### config.mk
export PLATFORM = sky130hd
export DESIGN_NAME = bmp24_to_rgb565_stream_unit
export DESIGN_NICKNAME = d
export VERILOG_FILES = /design/src/sv/bmp565_pkg.sv /design/src/sv/bmp24_to_rgb565_stream_unit.sv /design/src/sv/bmp565_front.sv /design/src/sv/bmp565_queue.sv /design/src/sv/bmp565_back.sv
export SDC_FILE = /design/constraint.sdc
export NUM_CORES = 1
export LEC_CHECK = 0
export BUFFER_PORTS_ARGS = -buffer_cell sky130_fd_sc_hd__buf_2
export CAP_MARGIN = 20
export CORE_UTILIZATION = 55
export DETAILED_ROUTE_END_ITERATION = 10
export GPL_ROUTABILITY_DRIVEN = 0
export HOLD_SLACK_MARGIN = 0.15
export PLACE_DENSITY = 0.72
export SLEW_MARGIN = 5
export SYNTH_ARGS = -nofsm -noshare
export SYNTH_HDL_FRONTEND = slang
export SYNTH_SLANG_ARGS = --single-unit
### constraint.sdc
create_clock -name clk -period 8.7 [get_ports clk]
set_input_delay 1.74 -clock clk [delete_from_list [all_inputs] [get_ports clk]]
set_output_delay 1.74 -clock clk [all_outputs]
set_load 0.005 [all_outputs]
### src/sv/bmp565_pkg.sv
// Shared types and constants of the BMP 24-bit to RGB565 stream decoder.
`default_nettype none
package bmp565_pkg;

  localparam int QUEUE_DEPTH = 4;

  localparam logic [15:0] BMP_SIGNATURE = 16'h4D42;
  localparam logic [31:0] HEADER_BYTES  = 32'd34;
  localparam logic [15:0] BITS_24       = 16'd24;
  localparam logic [15:0] PLANES_ONE    = 16'd1;

  // outcome codes
  localparam logic [1:0] OUT_PIXEL      = 2'd0;
  localparam logic [1:0] OUT_NOT_BMP    = 2'd1;
  localparam logic [1:0] OUT_UNSUPPORTED = 2'd2;

  // configuration register indexes
  localparam logic [1:0] REG_ORIGIN_X      = 2'd0;
  localparam logic [1:0] REG_ORIGIN_Y      = 2'd1;
  localparam logic [1:0] REG_SCREEN_WIDTH  = 2'd2;
  localparam logic [1:0] REG_SCREEN_HEIGHT = 2'd3;

  localparam logic [15:0] SCREEN_WIDTH_RESET  = 16'd240;
  localparam logic [15:0] SCREEN_HEIGHT_RESET = 16'd320;

  typedef struct packed {
    logic [7:0] file_byte;
    logic       start_of_file;
  } byte_item_t;

  typedef struct packed {
    logic [15:0]        pixel_color;
    logic signed [15:0] pixel_column;
    logic signed [15:0] pixel_row;
    logic [1:0]         outcome;
    logic               last_pixel;
  } pixel_item_t;

  typedef struct packed {
    logic signed [15:0] origin_x;
    logic signed [15:0] origin_y;
    logic [15:0]        screen_width;
    logic [15:0]        screen_height;
  } cfg_t;

  // one classified request from the parser to the pixel stage
  typedef struct packed {
    logic [1:0]  outcome;
    logic [7:0]  blue;
    logic [7:0]  green;
    logic [7:0]  red;
    logic [15:0] column;
    logic [15:0] row_term;
    logic        last;
  } work_t;

endpackage
`default_nettype wire

### src/sv/bmp24_to_rgb565_stream_unit.sv
// Top level of the BMP 24-bit to RGB565 stream decoder.
// Takes one file byte per clock on push/full and yields one result per clock on
// empty/pop. A byte is taken whenever the request queue between the parser and
// the pixel stage has room (depth QUEUE_DEPTH, default 4); the parser handles each
// byte as it is taken, and a result waits in the output register until popped.
// Configuration registers (origin_x, origin_y, screen_width, screen_height) are
// always ready and should be written only while no file is being decoded.
`default_nettype none
module bmp24_to_rgb565_stream_unit
  import bmp565_pkg::*;
#(
  parameter int QDEPTH = QUEUE_DEPTH
) (
  input  wire logic        clk,
  input  wire logic        rst,
  input  wire logic        push,
  output logic             full,
  input  wire byte_item_t  byte_item,
  output logic             empty,
  input  wire logic        pop,
  output pixel_item_t      pixel_item,
  input  wire logic        cfg_valid,
  output logic             cfg_ready,
  input  wire logic [1:0]  cfg_index,
  input  wire logic [15:0] cfg_data
);

  cfg_t  cfg;
  logic  accept, work_push, q_rd, q_nonempty;
  work_t work, q_data;

  assign cfg_ready = 1'b1;
  assign accept    = push && !full;

  always_ff @(posedge clk) begin
    if (rst) begin
      cfg.origin_x      <= '0;
      cfg.origin_y      <= '0;
      cfg.screen_width  <= SCREEN_WIDTH_RESET;
      cfg.screen_height <= SCREEN_HEIGHT_RESET;
    end else if (cfg_valid) begin
      case (cfg_index)
        REG_ORIGIN_X:      cfg.origin_x      <= $signed(cfg_data);
        REG_ORIGIN_Y:      cfg.origin_y      <= $signed(cfg_data);
        REG_SCREEN_WIDTH:  cfg.screen_width  <= cfg_data;
        REG_SCREEN_HEIGHT: cfg.screen_height <= cfg_data;
        default: ;
      endcase
    end
  end

  bmp565_front u_front (
    .clk       (clk),
    .rst       (rst),
    .cfg       (cfg),
    .accept    (accept),
    .byte_item (byte_item),
    .work_push (work_push),
    .work      (work)
  );

  bmp565_queue #(
    .DEPTH (QDEPTH)
  ) u_queue (
    .clk      (clk),
    .rst      (rst),
    .wr_en    (work_push),
    .wr_data  (work),
    .rd_en    (q_rd),
    .rd_data  (q_data),
    .full     (full),
    .nonempty (q_nonempty)
  );

  bmp565_back u_back (
    .clk        (clk),
    .rst        (rst),
    .cfg        (cfg),
    .q_nonempty (q_nonempty),
    .q_data     (q_data),
    .q_rd       (q_rd),
    .pop        (pop),
    .empty      (empty),
    .pixel_item (pixel_item)
  );

endmodule
`default_nettype wire

### src/sv/bmp565_front.sv
// Header parser and pixel sequencer: classifies each file byte.
`default_nettype none
module bmp565_front
  import bmp565_pkg::*;
(
  input  wire logic       clk,
  input  wire logic       rst,
  input  wire cfg_t       cfg,
  input  wire logic       accept,
  input  wire byte_item_t byte_item,
  output logic            work_push,
  output work_t           work
);

  localparam logic [2:0] PH_HEADER = 3'd0;
  localparam logic [2:0] PH_SKIP   = 3'd1;
  localparam logic [2:0] PH_PIXEL  = 3'd2;
  localparam logic [2:0] PH_PAD    = 3'd3;
  localparam logic [2:0] PH_IDLE   = 3'd4;

  logic [2:0]  phase, phase_next;
  logic [31:0] position, position_next;
  logic [31:0] data_offset, data_offset_next;
  logic [31:0] field_shift, field_shift_next;
  logic [15:0] image_width, image_width_next;
  logic [15:0] image_height, image_height_next;
  logic [15:0] column_count, column_count_next;
  logic [15:0] row_count, row_count_next;
  logic [1:0]  triplet_index, triplet_index_next;
  logic [7:0]  saved_blue, saved_blue_next;
  logic [7:0]  saved_green, saved_green_next;
  logic [1:0]  padding_left, padding_left_next;

  // values seen by this byte once a start mark has restarted the parse
  logic [2:0]  ph_c;
  logic [31:0] pos_c, doff_c, fs_c;
  logic [15:0] w_c, h_c, col_c, row_c;
  logic [1:0]  tri_c, pad_c;
  logic [7:0]  blue_c, green_c;
  logic        off_screen, is_last, do_pixel;

  always_comb begin
    logic sof;
    sof     = byte_item.start_of_file;
    ph_c    = sof ? PH_HEADER : phase;
    pos_c   = sof ? '0 : position;
    doff_c  = sof ? '0 : data_offset;
    fs_c    = sof ? '0 : field_shift;
    w_c     = sof ? '0 : image_width;
    h_c     = sof ? '0 : image_height;
    col_c   = sof ? '0 : column_count;
    row_c   = sof ? '0 : row_count;
    tri_c   = sof ? '0 : triplet_index;
    pad_c   = sof ? '0 : padding_left;
    blue_c  = sof ? '0 : saved_blue;
    green_c = sof ? '0 : saved_green;
  end

  assign off_screen = ($signed({cfg.origin_x[15], cfg.origin_x}) >=
                       $signed({1'b0, cfg.screen_width})) ||
                      ($signed({cfg.origin_y[15], cfg.origin_y}) >=
                       $signed({1'b0, cfg.screen_height}));
  assign is_last = (row_c == h_c - 16'd1) && (col_c == w_c - 16'd1);

  always_comb begin
    phase_next         = ph_c;
    position_next      = pos_c + 32'd1;
    data_offset_next   = doff_c;
    field_shift_next   = fs_c;
    image_width_next   = w_c;
    image_height_next  = h_c;
    column_count_next  = col_c;
    row_count_next     = row_c;
    triplet_index_next = tri_c;
    saved_blue_next    = blue_c;
    saved_green_next   = green_c;
    padding_left_next  = pad_c;
    work_push          = 1'b0;
    do_pixel           = 1'b0;
    work               = '0;
    work.outcome       = OUT_PIXEL;

    case (ph_c)
      PH_HEADER: begin
        if (pos_c == '0 && off_screen) begin
          phase_next = PH_IDLE;
        end else begin
          field_shift_next = {byte_item.file_byte, fs_c[31:8]};
          case (pos_c)
            32'd1: begin
              if (field_shift_next[31:16] != BMP_SIGNATURE) begin
                work_push    = 1'b1;
                work.outcome = OUT_NOT_BMP;
                phase_next   = PH_IDLE;
              end
            end
            32'd13: data_offset_next  = field_shift_next;
            32'd21: image_width_next  = field_shift_next[15:0];
            32'd25: image_height_next = field_shift_next[15:0];
            32'd27: begin
              if (field_shift_next[31:16] != PLANES_ONE) begin
                work_push    = 1'b1;
                work.outcome = OUT_UNSUPPORTED;
                phase_next   = PH_IDLE;
              end
            end
            32'd29: begin
              if (field_shift_next[31:16] != BITS_24) begin
                work_push    = 1'b1;
                work.outcome = OUT_UNSUPPORTED;
                phase_next   = PH_IDLE;
              end
            end
            HEADER_BYTES - 32'd1: begin
              if (field_shift_next != '0 || doff_c < HEADER_BYTES) begin
                work_push    = 1'b1;
                work.outcome = OUT_UNSUPPORTED;
                phase_next   = PH_IDLE;
              end else if (w_c == '0 || h_c == '0) begin
                phase_next = PH_IDLE;
              end else begin
                phase_next = PH_SKIP;
              end
            end
            default: ;
          endcase
        end
      end
      PH_SKIP: begin
        if (pos_c == doff_c) begin
          phase_next = PH_PIXEL;
          do_pixel   = 1'b1;
        end
      end
      PH_PIXEL: do_pixel = 1'b1;
      PH_PAD: begin
        padding_left_next = pad_c - 2'd1;
        if (padding_left_next == '0) phase_next = PH_PIXEL;
      end
      default: ;
    endcase

    if (do_pixel) begin
      case (tri_c)
        2'd0: begin
          saved_blue_next    = byte_item.file_byte;
          triplet_index_next = 2'd1;
        end
        2'd1: begin
          saved_green_next   = byte_item.file_byte;
          triplet_index_next = 2'd2;
        end
        default: begin
          triplet_index_next = 2'd0;
          work_push          = 1'b1;
          work.blue          = blue_c;
          work.green         = green_c;
          work.red           = byte_item.file_byte;
          work.column        = col_c;
          work.row_term      = h_c - 16'd1 - row_c;
          work.last          = is_last;
          column_count_next  = col_c + 16'd1;
          if (is_last) begin
            phase_next = PH_IDLE;
          end else if (column_count_next == w_c) begin
            column_count_next = '0;
            row_count_next    = row_c + 16'd1;
            // rows pad to four bytes: 3*w mod 4 leaves w mod 4 bytes to drop
            padding_left_next = w_c[1:0];
            if (w_c[1:0] != 2'd0) phase_next = PH_PAD;
          end
        end
      endcase
    end

    work_push = work_push && accept;
  end

  always_ff @(posedge clk) begin
    if (rst) begin
      phase         <= PH_HEADER;
      position      <= '0;
      data_offset   <= '0;
      field_shift   <= '0;
      image_width   <= '0;
      image_height  <= '0;
      column_count  <= '0;
      row_count     <= '0;
      triplet_index <= '0;
      saved_blue    <= '0;
      saved_green   <= '0;
      padding_left  <= '0;
    end else if (accept) begin
      phase         <= phase_next;
      position      <= position_next;
      data_offset   <= data_offset_next;
      field_shift   <= field_shift_next;
      image_width   <= image_width_next;
      image_height  <= image_height_next;
      column_count  <= column_count_next;
      row_count     <= row_count_next;
      triplet_index <= triplet_index_next;
      saved_blue    <= saved_blue_next;
      saved_green   <= saved_green_next;
      padding_left  <= padding_left_next;
    end
  end

endmodule
`default_nettype wire

### src/sv/bmp565_queue.sv
// Short request queue between the parser and the pixel stage.
`default_nettype none
module bmp565_queue
  import bmp565_pkg::*;
#(
  parameter int DEPTH = QUEUE_DEPTH
) (
  input  wire logic  clk,
  input  wire logic  rst,
  input  wire logic  wr_en,
  input  wire work_t wr_data,
  input  wire logic  rd_en,
  output work_t      rd_data,
  output logic       full,
  output logic       nonempty
);

  localparam int PW = (DEPTH > 1) ? $clog2(DEPTH) : 1;
  localparam int CW = $clog2(DEPTH + 1);
  localparam logic [PW-1:0] LAST_PTR = PW'(DEPTH - 1);
  localparam logic [CW-1:0] FULL_COUNT = CW'(DEPTH);

  work_t         mem [DEPTH];
  logic [PW-1:0] wr_ptr, rd_ptr;
  logic [CW-1:0] count;

  assign full     = (count == FULL_COUNT);
  assign nonempty = (count != '0);
  assign rd_data  = mem[rd_ptr];

  always_ff @(posedge clk) begin
    if (wr_en) mem[wr_ptr] <= wr_data;
  end

  always_ff @(posedge clk) begin
    if (rst) begin
      wr_ptr <= '0;
      rd_ptr <= '0;
      count  <= '0;
    end else begin
      if (wr_en) wr_ptr <= (wr_ptr == LAST_PTR) ? '0 : wr_ptr + PW'(1);
      if (rd_en) rd_ptr <= (rd_ptr == LAST_PTR) ? '0 : rd_ptr + PW'(1);
      if (wr_en && !rd_en) count <= count + CW'(1);
      else if (rd_en && !wr_en) count <= count - CW'(1);
    end
  end

  a_no_overflow: assert property (@(posedge clk) disable iff (rst)
    !(wr_en && full)) else $error("queue written while full");
  a_no_underflow: assert property (@(posedge clk) disable iff (rst)
    !(rd_en && !nonempty)) else $error("queue read while empty");
  a_count_bound: assert property (@(posedge clk) disable iff (rst)
    count <= FULL_COUNT) else $error("queue count beyond depth");
  a_count_step: assert property (@(posedge clk) disable iff (rst)
    (wr_en && !rd_en) |=> count == $past(count) + CW'(1))
    else $error("queue count missed a write");

endmodule
`default_nettype wire

### src/sv/bmp565_back.sv
// Pixel stage: packs RGB565, places coordinates and holds the result register.
`default_nettype none
module bmp565_back
  import bmp565_pkg::*;
(
  input  wire logic  clk,
  input  wire logic  rst,
  input  wire cfg_t  cfg,
  input  wire logic  q_nonempty,
  input  wire work_t q_data,
  output logic       q_rd,
  input  wire logic  pop,
  output logic       empty,
  output pixel_item_t pixel_item
);

  logic        out_valid;
  pixel_item_t result_next;

  assign empty = !out_valid;
  assign q_rd  = q_nonempty && (!out_valid || pop);

  always_comb begin
    result_next = '0;
    result_next.outcome = q_data.outcome;
    if (q_data.outcome == OUT_PIXEL) begin
      result_next.pixel_color  = {q_data.red[7:3], q_data.green[7:2], q_data.blue[7:3]};
      result_next.pixel_column = cfg.origin_x + $signed(q_data.column);
      result_next.pixel_row    = cfg.origin_y + $signed(q_data.row_term);
      result_next.last_pixel   = q_data.last;
    end
  end

  always_ff @(posedge clk) begin
    if (rst) begin
      out_valid <= 1'b0;
    end else if (q_rd) begin
      out_valid <= 1'b1;
    end else if (pop) begin
      out_valid <= 1'b0;
    end
  end

  always_ff @(posedge clk) begin
    if (q_rd) pixel_item <= result_next;
  end

  a_hold_unpopped: assert property (@(posedge clk) disable iff (rst)
    (out_valid && !pop) |=> out_valid && $stable(pixel_item))
    else $error("result changed before it was taken");
  a_error_fields_clear: assert property (@(posedge clk) disable iff (rst)
    (out_valid && pixel_item.outcome != OUT_PIXEL) |->
      (pixel_item.pixel_color == '0 && pixel_item.last_pixel == 1'b0))
    else $error("error result carries pixel data");
  a_refill: assert property (@(posedge clk) disable iff (rst)
    (q_nonempty && !out_valid) |=> out_valid)
    else $error("result register not refilled");

endmodule
`default_nettype wire
== Yosys cells after proc, flatten, opt, wreduce, memory -nomap -nowiden ==
Memories as Yosys holds them, arrays and structs flattened. A register that Yosys moved wholly into a read port is not among the register bits.
Index checks and enable logic that the tools add are counted.

* Input port bits: 32
* Logic and storage cells: 186
* Memories kept: 1
* RAM bits: 236
* Output and inout bits: 54
* Flip-flop bits (word level): 306

* Reduce and logical (&&, ||, !) cells: 33
* Muxes and demuxes: 87
* $lt $le $gt $ge: 3
* Add/sub/neg operators: 13
* Equality and inequality tests: 24

{| class="wikitable"
|+ Memories
! name !! words !! width !! read ports !! clocked after Yosys merged registers in !! write ports !! RTL line !! source
|-
| u_queue.mem || 4 || 59 || 1 || 1 || 1 || bmp565_queue.sv:23 || <nowiki>work_t mem [DEPTH];</nowiki>
|}

{| class="wikitable"
|+ Operator list
! cell !! number
|-
| two-way mux 16 bit || 18
|-
| two-way mux 32 bit || 8
|-
| == test 32 x 5 -> 1 bit, second input constant || 4
|-
| two-way mux 57 bit || 2
|-
| == test 16 bit || 3
|-
| two-way mux 3 bit || 16
|-
| two-way mux 8 bit || 6
|-
| greater-or-equal comparator 16 x 17 -> 1 bit || 2
|-
| two-way mux 2 bit || 17
|-
| adder 16 x 1 -> 16 bit, second input constant || 2
|-
| adder 16 bit || 2
|-
| adder 32 x 1 -> 32 bit, second input constant || 1
|-
| == test 32 x 1 -> 1 bit, second input constant || 1
|-
| == test 32 bit || 1
|-
| == test 32 x 4 -> 1 bit, second input constant || 1
|-
| == test 32 x 6 -> 1 bit, second input constant || 1
|-
| logical NOT 16 bit || 2
|-
| logical NOT 32 bit || 1
|-
| < comparator 32 x 6 -> 1 bit, second input constant || 1
|-
| nonzero test 32 bit || 1
|-
| subtractor 16 x 1 -> 16 bit, second input constant || 2
|-
| != test 16 x 1 -> 1 bit, second input constant || 1
|-
| != test 16 x 15 -> 1 bit, second input constant || 1
|-
| != test 16 x 5 -> 1 bit, second input constant || 1
|-
| other kinds (26) || 65
|}

== Logic depth before layout (Yosys ltp) ==
Gate-level depths: netlist of run 1.

* Depth after elaboration: 14
* Mapped depth: 25
* Gate-level depth less buffers: 18

== Cells and area by module ==
Synthesis of run 1 repeated with hierarchy kept, for this count alone.

* Cells, all modules: 2423
* Area, all modules: 26748.2 um^2

{| class="wikitable"
|+ By module, submodules not included
! module !! area each (um^2) !! cells each !! instances !! seq. area each (um^2)
|-
| bmp565_front || 11674.9 || 1494 || 1 || 3503.4
|-
| bmp565_queue || 8968.6 || 353 || 1 || 7267.0
|-
| bmp565_back || 3525.9 || 338 || 1 || 1551.5
|-
| bmp24_to_rgb565_stream_unit || 2578.7 || 238 || 1 || 1281.2
|}

== Least setup slack after synthesis of run 1 ==
No wires, ideal clock.

* Path kind: input-to-reg
* From: input byte_item[0] (netlist name)
* To: register u_front.column_count[9]
* Required time: 8.630 ns
* Path slack: 2.355 ns
* Buffers on the path: 7
* Setup time: 0.070 ns
* Arrival time: 6.275 ns
* Stages: 22
* Cell sequence: clkbuf_1 -> clkinv_1 -> clkbuf_1 -> clkbuf_1 -> buf_1 -> buf_1 -> nand2_1 -> ha_1 -> clkbuf_1 -> a21boi_0 -> a31o_2 -> ha_1 -> nand4_1 -> nor3b_1 -> o211ai_1 -> nor4_1 -> nand4_1 -> nor4_4 -> o21ai_2 -> buf_2 -> or3_1 -> a21oi_1

* Word-level cells in the longest chain between the ends: 7
* Elaborated cells between the ends (all ways): 27
* Those cells by class: 3 x add/sub; 7 x eq/ne; 14 x mux; 3 x reduce/logical

{| class="wikitable"
|+ RTL lines
! item !! RTL line !! source
|-
| from (decl) || bmp24_to_rgb565_stream_unit.sv:18 || <nowiki>input wire byte_item_t byte_item,</nowiki>
|-
| two-way mux 16 bit (on tied branches) || bmp565_front.sv:51, bmp565_front.sv:49, bmp565_front.sv:50 ||
|-
| adder 16 x 1 -> 16 bit or subtractor 16 x 1 -> 16 bit (tied branches) || bmp565_front.sv:162, bmp565_front.sv:63 ||
|-
| == test 16 bit (on tied branches) || bmp565_front.sv:165, bmp565_front.sv:63 ||
|-
| two-way mux 16 bit or logical AND 1 bit (tied branches) || bmp565_front.sv:165, bmp565_front.sv:63 ||
|-
| two-way mux 16 bit || bmp565_front.sv:163 || <nowiki>if (is_last) begin</nowiki>
|-
| two-way mux 16 bit || bmp565_front.sv:144 || <nowiki>case (tri_c)</nowiki>
|-
| two-way mux 16 bit (*) || bmp565_front.sv:143 || <nowiki>if (do_pixel) begin</nowiki>
|-
| to (signal assigned) || bmp565_front.sv:200 || <nowiki>column_count <= column_count_next;</nowiki>
|-
| to (decl) || bmp565_front.sv:27 || <nowiki>logic [15:0] column_count, column_count_next;</nowiki>
|}

Every way passes the cells marked *; elsewhere a longest branch is shown, timed or not.
A chain may end at the register's enable or synchronous reset.

== Final worst setup path of run 1 ==
* From: input byte_item[0] (netlist name)
* To: register u_front.padding_left[0]

* Word-level cells in the longest chain between the ends: 7
* Elaborated cells between the ends (all ways): 31
* Those cells by class: 4 x add/sub; 8 x eq/ne; 16 x mux; 3 x reduce/logical

{| class="wikitable"
|+ RTL lines
! item !! RTL line !! source
|-
| two-way mux 16 bit (tied with other cells) || bmp565_front.sv:51 || <nowiki>col_c = sof ? '0 : column_count;</nowiki>
|-
| adder 16 x 1 -> 16 bit (tied with other cells) || bmp565_front.sv:162 || <nowiki>column_count_next = col_c + 16'd1;</nowiki>
|-
| == test 16 bit (tied with other cells) || bmp565_front.sv:165 || <nowiki>end else if (column_count_next == w_c) begin</nowiki>
|-
| two-way mux 2 bit or logical AND 1 bit (tied branches) || bmp565_front.sv:165, bmp565_front.sv:63 ||
|-
| two-way mux 2 bit || bmp565_front.sv:163 ||
|-
| two-way mux 2 bit || bmp565_front.sv:144 ||
|-
| two-way mux 2 bit (*) || bmp565_front.sv:143 ||
|-
| to (signal assigned) || bmp565_front.sv:205 || <nowiki>padding_left <= padding_left_next;</nowiki>
|-
| to (decl) || bmp565_front.sv:32 || <nowiki>logic [1:0] padding_left, padding_left_next;</nowiki>
|}

Marked as above.

==> results.md, run 1 <==
* Status: finished clean
* Setup Fix Bufs, Post-CTS at 0
* Top-area cell type share of the netlist area at 31.50%
* Slew @ Worst Pin at 1092 ps
* Worst path most repeated cell: ha_1
* Area share of xor/xnor cells in the synthesized design at 4.899%
* Syn avg cell area at around 10 um2
* Synth Flop Type: edfxtp_1
* Met3 Use GR at ~4.2%
* FP Rows at 76
* Avg WL per Cell at 19.74 um
* CTS Buffer Depth at 3
* Final setup fails at 0
* Final ANT Viol Nets at 0
* Yosys reg bits at 499
* Synth area leader: edfxtp_1
* Setup TNS Final at 0 ps
* Power Dens Cells at 233.1 nW/um2
* CP Launch Type: primary input
* Multiplexer share of the synthesized area at 5.023%
* Hold-fix buffers, CTS at 0
* Hold path cells at 2
* CTS Sinks at 499
* Layout area overhead at 11.09%
* CP cell instances: buf_2 > clkinv_1 > nand2_1 > ha_1 > nor2b_1 > a311oi_1 > ha_1 > and3_1 > nor3b_1 > o211ai_1 > nor4_1 > nand4_1 > nor4_4 > nor2_2 > a31o_2 > a32oi_1 > nor2_1
* Finished Core Util at between 60% and 70%
* Layer with the highest usage: met2
* Die width at 212.2 um
* Hold-critical path endpoint: cfg[9]
* Endpoints failing hold at 0
* Vias in the first global route at 17190
* Pin count of the biggest net entering global routing at 100
* Filler Cells Inserted at about 3500
* GRT Total Usage at between 20% and 30%
* DRT iter0 DRCs at 1713
* P_leak at 9.979 nW
* # H-tree levels at 2
* Syn Nets at 2454
* R2R depth at 18
* Worst R2R Setup Slack at about 3600 ps
* Met2 Resource Use GR at 42.68%
* Synth warn at 0
* Crit path max fanout at 17
* CTS tree: done
* Clock Pin Slew Worst Setup and Hold Paths at 60 ps
* Final nets at 2481
* Max frequency at 167.8 MHz
* Unrepaired setup endpoints after global routing: false
* Simple-Gate Fraction of Synth Area at a little under a fifth
* Min cycle time layout at 5960 ps
* TritonRoute pass-1 iters at 5
* Slew Viols, Final at 0
* Compound-Gate Fraction of Synth Area at 12.03%
* GRT overflow at 0
* Clock skew at 41.83 ps
* Initial Util at 56.07%
* Asr flop ratio synth at 0%
* Synth cell types at 87
* Number of synthesized flops with an enable pin at around 260
* Max-cap viol count at 0
* Critical Path Slowest Stage Cell: nor4_4
* First-pass GRT wire length at 93050 um
* Final period utilization at 68.51%
* Via density at between 6 and 7
* Clock latency on the worst-skew pair at 620 ps
* Hold Path Class: flop to flop
* Layout cell share with drive strength beyond 1 at between 10% and 20%
* Area of the die at roughly 45000 um2
* Worst Setup Path Type: primary input to flop
* CP Data Required Time at between 9000 and 10000 ps
* Slowest stage delay, CP at 570 ps
* CP startpoint: byte_item[0]
* Adder-cell share of the synthesized area at 5.167%
* Num CTS Buffers at 51
* Via count at 18160
* GR Layer Usage met1 at 36.12%
* CP endpoint kind: flop
* Setup ws final at roughly 2700 ps
* IO buf count at 84
* Overall power at 0.006295 W
* Worst reg2reg path endpoint: u_front.padding_left[0]
* Min-delay src: cfg[9]
* I/O pin total at 86
* Max-slew headroom at 27.17%
* Drc violations at 0
* Core ar. at ~43000 um2
* Final wirelength at 58800 um
* Maximum vdd drop at 0.1775 mV
* Initial antenna violation count at 0
* Die Ht at 212.2 um
* Mapped Cells at between 2000 and 2500
* Worst r2r src: u_front.image_height[2]
* Post-CTS sizing at 0
* Register area share after synthesis at between 50% and 60%
* CTS root buffer: clkbuf_16
* Top post-synthesis cells by area: edfxtp_1 31%, dfxtp_1 20%, ha_1 4.8%
* Arrival time at the worst endpoint at 6400 ps
* Largest family of logic cells by synthesized area: simple AND/OR/NAND/NOR gates
* Netlist Area Pre-Place at 24310 um2
* Ant diodes at 0
* Pre-CTS WS at 2221 ps
* DP HPWL at 40210 um
[layout make-up]
class	count	area, um2	area share [%]
Timing Repair Buffer	106	611.8	2.265
Clock inverter	37	513.0	1.899
Sequential cell	499	12550	46.46
Tap cell	585	732.0	2.710
Clock buffer	59	1346	4.985
Multi-Input combinational cell	1624	11000	40.73
Inverter	69	259.0	0.9590
[sequential cells by signal, summed over array words and instances, names as in the netlist, 3 cells and up, named ones only]
name	flops
cfg	64
u_back.pixel_item	51
u_front.column_count	16
u_front.data_offset	32
u_front.field_shift	24
u_front.image_height	16
u_front.image_width	16
u_front.phase	3
u_front.position	32
u_front.row_count	16
u_front.saved_blue	5
u_front.saved_green	6
u_queue.count	3
u_queue.mem	204
[how the worst max path moves through the flow]
stage	endpoint	slack [ps]
after floorplan	u_front.column_count[9]	2350
after global placement	u_front.padding_left[0]	2330
after detailed placement	u_front.padding_left[0]	2220
after CTS	u_front.padding_left[0]	2790
after global routing	u_front.column_count[7]	2470
final	u_front.padding_left[0]	2740
[placed cells by master (no fill, tap or decap), drive strengths merged, types with 8 or more instances in the layout]
cell type and n:
nor2 177, o211ai 14, edfxtp 255, o21ai 69, a21oi 181, nand2b 12, clkinv 25, nand2 289
nor2b 45, a21o 28, dfxtp 244, xnor2 69, inv 68, nor4 43, nor3 48, nand4 39
a22o 50, and3 24, a211oi 14, and2 49, or3 19, nand3b 8, nand3 67, o21a 10
or4 12, buf 106, clkbuf 59, mux4 51, ha 94, a31oi 9, nor3b 10, bufinv 11
xor2 67, a22oi 23
[metal layers]
metal / share of wire, % / up-vias
met2: 47 / 689
met5: 0 / -
met4: 2.7 / 0
li1: - / 8533
met3: 6.7 / 123
met1: 43 / 8813
[worst max-delay path: cells and delay by family]
family	cells	cell delay, ps
simple gates	9	2400
compound gates	4	810
fa+ha+maj	2	800
buf+inv	2	610
[through the flow]
stage	hold WS [ps]	cell area [um2]	cells
after floorplan	434.1	24310	2324
after global placement	443.1	25120	2882
after detailed placement	450.3	25120	2882
after CTS	458.7	26980	2978
after global routing	480.3	27010	2979
final	456.7	27010	2979
[logic make-up after synthesis]
kind of cell    Yosys count
simple gates            876
flops                   499
compound gates          455
buf+inv                 201
xor+xnor                136
fa+ha+maj                98
mux                      58
other cells               1
[power by group]
| part | switching, W | internal, W |
|---|---|---|
| Clock | 0.000942 | 0.00144 |
| Combinational | 0.000623 | 0.000473 |
| Sequential | 0.000116 | 0.00269 |
| Total | 0.00168 | 0.00461 |
[synth_stat cells, drive strengths merged, types with 5 or more instances]
cell type  instances
xor2              67
a21o              28
a31oi              9
nor4              43
a31o               7
xnor2             69
nand3             67
o211ai            14
nand2            289
nor4b              5
o21a              10
nor3              48
nand3b             8
nor2b             45
ha                94
or2                7
or3               19
edfxtp           255
mux4              51
nor3b             10
and3              24
o21ai             69
or4               12
buf               30
clkbuf           102
dfxtp            244
nand4b             7
nor2             177
inv               67
o31ai              5
mux2i              5
a22o              50
a211oi            14
and2              49
a311oi             5
a21oi            181
nand2b            12
nand4             39
a22oi             23
No activity file was read; power rests on OpenSTA's default activity.
==> inputs of run 2 (changes only) <==
--- a/config.mk
+++ b/config.mk
@@ -11,7 +11,7 @@
 export DETAILED_ROUTE_END_ITERATION = 10
 export GPL_ROUTABILITY_DRIVEN = 0
 export HOLD_SLACK_MARGIN = 0.15
-export PLACE_DENSITY = 0.72
+export PLACE_DENSITY = 0.75
 export SLEW_MARGIN = 5
 export SYNTH_ARGS = -nofsm -noshare
 export SYNTH_HDL_FRONTEND = slang
==> constraint.sdc (replaced) <==
create_clock -name clk -period 5.3 [get_ports clk]
set_input_delay 1.06 -clock clk [delete_from_list [all_inputs] [get_ports clk]]
set_output_delay 1.06 -clock clk [all_outputs]
set_load 0.005 [all_outputs]
==> results.md, run 2 (synthesis results as in run 1) <==
* Final nets at 2496
* Placed Instances at 2897
* Core ar. at 43360 um2
* Top Registers: u_queue.mem x204, cfg x64, u_back.pixel_item x51
* Placed Area at about 25000 um2
* Hold-fix buffers, CTS at 0
* Unrepaired setup endpoints after global routing: false
* Drc violations at 0
* Fin cells at 2993
* Ant diodes at 0
* Hold path cells at 2
* Vias in the first global route at 17320
* Setup Fix Bufs, Post-CTS at 0
* Clock latency on the worst-skew pair at 600 ps
* DRT iter0 DRCs at 1980
* Worst Setup Path Type: flop to flop
* CTS Buffer Depth at 3
* Initial Util at 56.07%
* Internal power at 0.007180 W
* TritonRoute pass-1 iters at 6
* First-pass GRT wire length at 93320 um
* CTS tree: done
* Finished Core Util at 62.07%
* R2R depth at 18
* Final instance area at ~27000 um2
* GRT overflow at 0
* Via density at 6.153
* Critical Path Slowest Stage Cell: nor4_4
* DP HPWL at ~41000 um
* Max reg flops at 204
* Die width at 212.2 um
* Sequential power share at 46.4%
* GRT Total Usage at 26.17%
* Arrival time at the worst endpoint at 5390 ps
* Final period utilization at 92.76%
* Layout area overhead at 10.70%
* FP Rows at 76
* Clock Pin Slew Worst Setup and Hold Paths at 60 ps
* NetSw at around 0.0027 W
* Final setup fails at 0
* Initial antenna violation count at 1
* Slew @ Worst Pin at between 800 and 900 ps
* Status: finished clean
* I/O pin total at 86
* Reg with most FFs: u_queue.mem
* Commonest non-fill, non-tap cell in the layout: nand2_1
* CP endpoint kind: flop
* Min cycle time layout at 4916 ps
* Endpoints failing hold at 0
* CTS root buffer: clkbuf_16
* Setup ws final at 384.0 ps
* Filler Cells Inserted at about 3400
* CP Launch Type: flop
* Hold Path Class: flop to flop
* Layout cell share with drive strength beyond 1 at 12.17%
* Post-CTS sizing at 0
* Num CTS Buffers at 50
* Via count at 18420
* Die Ht at 212.2 um
* CP Data Required Time at about 5800 ps
* Clk pwr share at 34.9%
* Slew Viols, Final at 0
* Pre-CTS WS at 49.56 ps
* Final wirelength at 59030 um
* Pin count of the biggest net entering global routing at 104
* Combinational share of power at roughly a fifth
* Avg WL per Cell at roughly 20 um
* Crit path max fanout at 17
* Max-slew headroom at approximately 44%
* Max-cap viol count at 0
* CP cell instances: nor4_4 > nand3b_1 > nor3_1 > nand2_1 > nor3_1 > xnor2_1 > nand2_1 > ha_1 > nand4_1 > nor3b_1 > o211ai_1 > nor4_1 > nand4_1 > nor4_4 > nor2_2 > a31o_2 > a32oi_1 > nor2_1
* Max frequency at 203.4 MHz
* Clock skew at 16.28 ps
* Setup TNS Final at 0 ps
* Area of the die at 45050 um2
* CTS Sinks at approximately 500
* # H-tree levels at 2
* Maximum vdd drop at 0.2496 mV
* Sw frac at between 20% and 30%
* Power Dens Cells at 367.8 nW/um2
* IO buf count at 84
* Final ANT Viol Nets at 0
* P_leak at 9.953 nW
* Commonest non-fill, non-tap cells in the layout: 288 x nand2_1, 255 x edfxtp_1, 242 x dfxtp_1
* Slowest stage delay, CP at slightly above 500 ps
-- run 2: worst max-delay path, delay by kind of cell, from the launching register on --
kind	cells	cell delay, ps
xor+xnor	1	150
compound gates	3	670
fa+ha+maj	1	380
flops	1	380
simple gates	13	3200
-- run 2: power by group through the flow --
stage | sequential (W) | clock (W) | combinational (W)
2_1_floorplan | 0.00464 | 0 | 0.00125
3_3_place_gp | 0.00468 | 0 | 0.00180
3_5_place_dp | 0.00469 | 0 | 0.00185
4_1_cts | 0.00461 | 0.00350 | 0.00186
5_1_grt | 0.00464 | 0.00365 | 0.00202
6_report | 0.00460 | 0.00346 | 0.00185
-- run 2: layout make-up --
cell class,instances,area [um2],share of cell area [%]
Sequential cell,499,12550,46.62
Clock buffer,69,1373,5.100
Multi-Input combinational cell,1624,11010,40.90
Tap cell,585,732.0,2.720
Inverter,69,260.3,0.9669
Clock inverter,25,226.5,0.8414
Timing Repair Buffer,122,768.2,2.854
-- run 2: final timing paths --
| path | slack (ps) | from | to |
|---|---|---|---|
| max | 380 | u_front.image_height[2] | u_front.padding_left[0] |
| min | 460 | cfg[1] | cfg[1] |
| max reg2reg | 380 | u_front.image_height[2] | u_front.padding_left[0] |
| min reg2reg | 460 | cfg[1] | cfg[1] |
-- run 2: layer usage --
| metal | share of wire (%) | vias up | wire (um) | track usage [%] |
|---|---|---|---|---|
| met5 | 0 | - | 0 | 0 |
| met4 | 3.2 | 0 | 1918 | 9.154 |
| met3 | 7.0 | 134 | 4133 | 3.663 |
| met2 | 47 | 816 | 27980 | 43.04 |
| met1 | 42 | 8923 | 24990 | 35.50 |
| li1 | - | 8543 | - | - |
-- run 2: metrics by stage --
stage | hold WS, ps | power (W)
floorplan | 434.1 | 0.005892
global placement | 441.7 | 0.006473
detailed placement | 448.3 | 0.006535
CTS | 457.1 | 0.009964
global route | 465.3 | 0.01031
finish | 458.9 | 0.009900
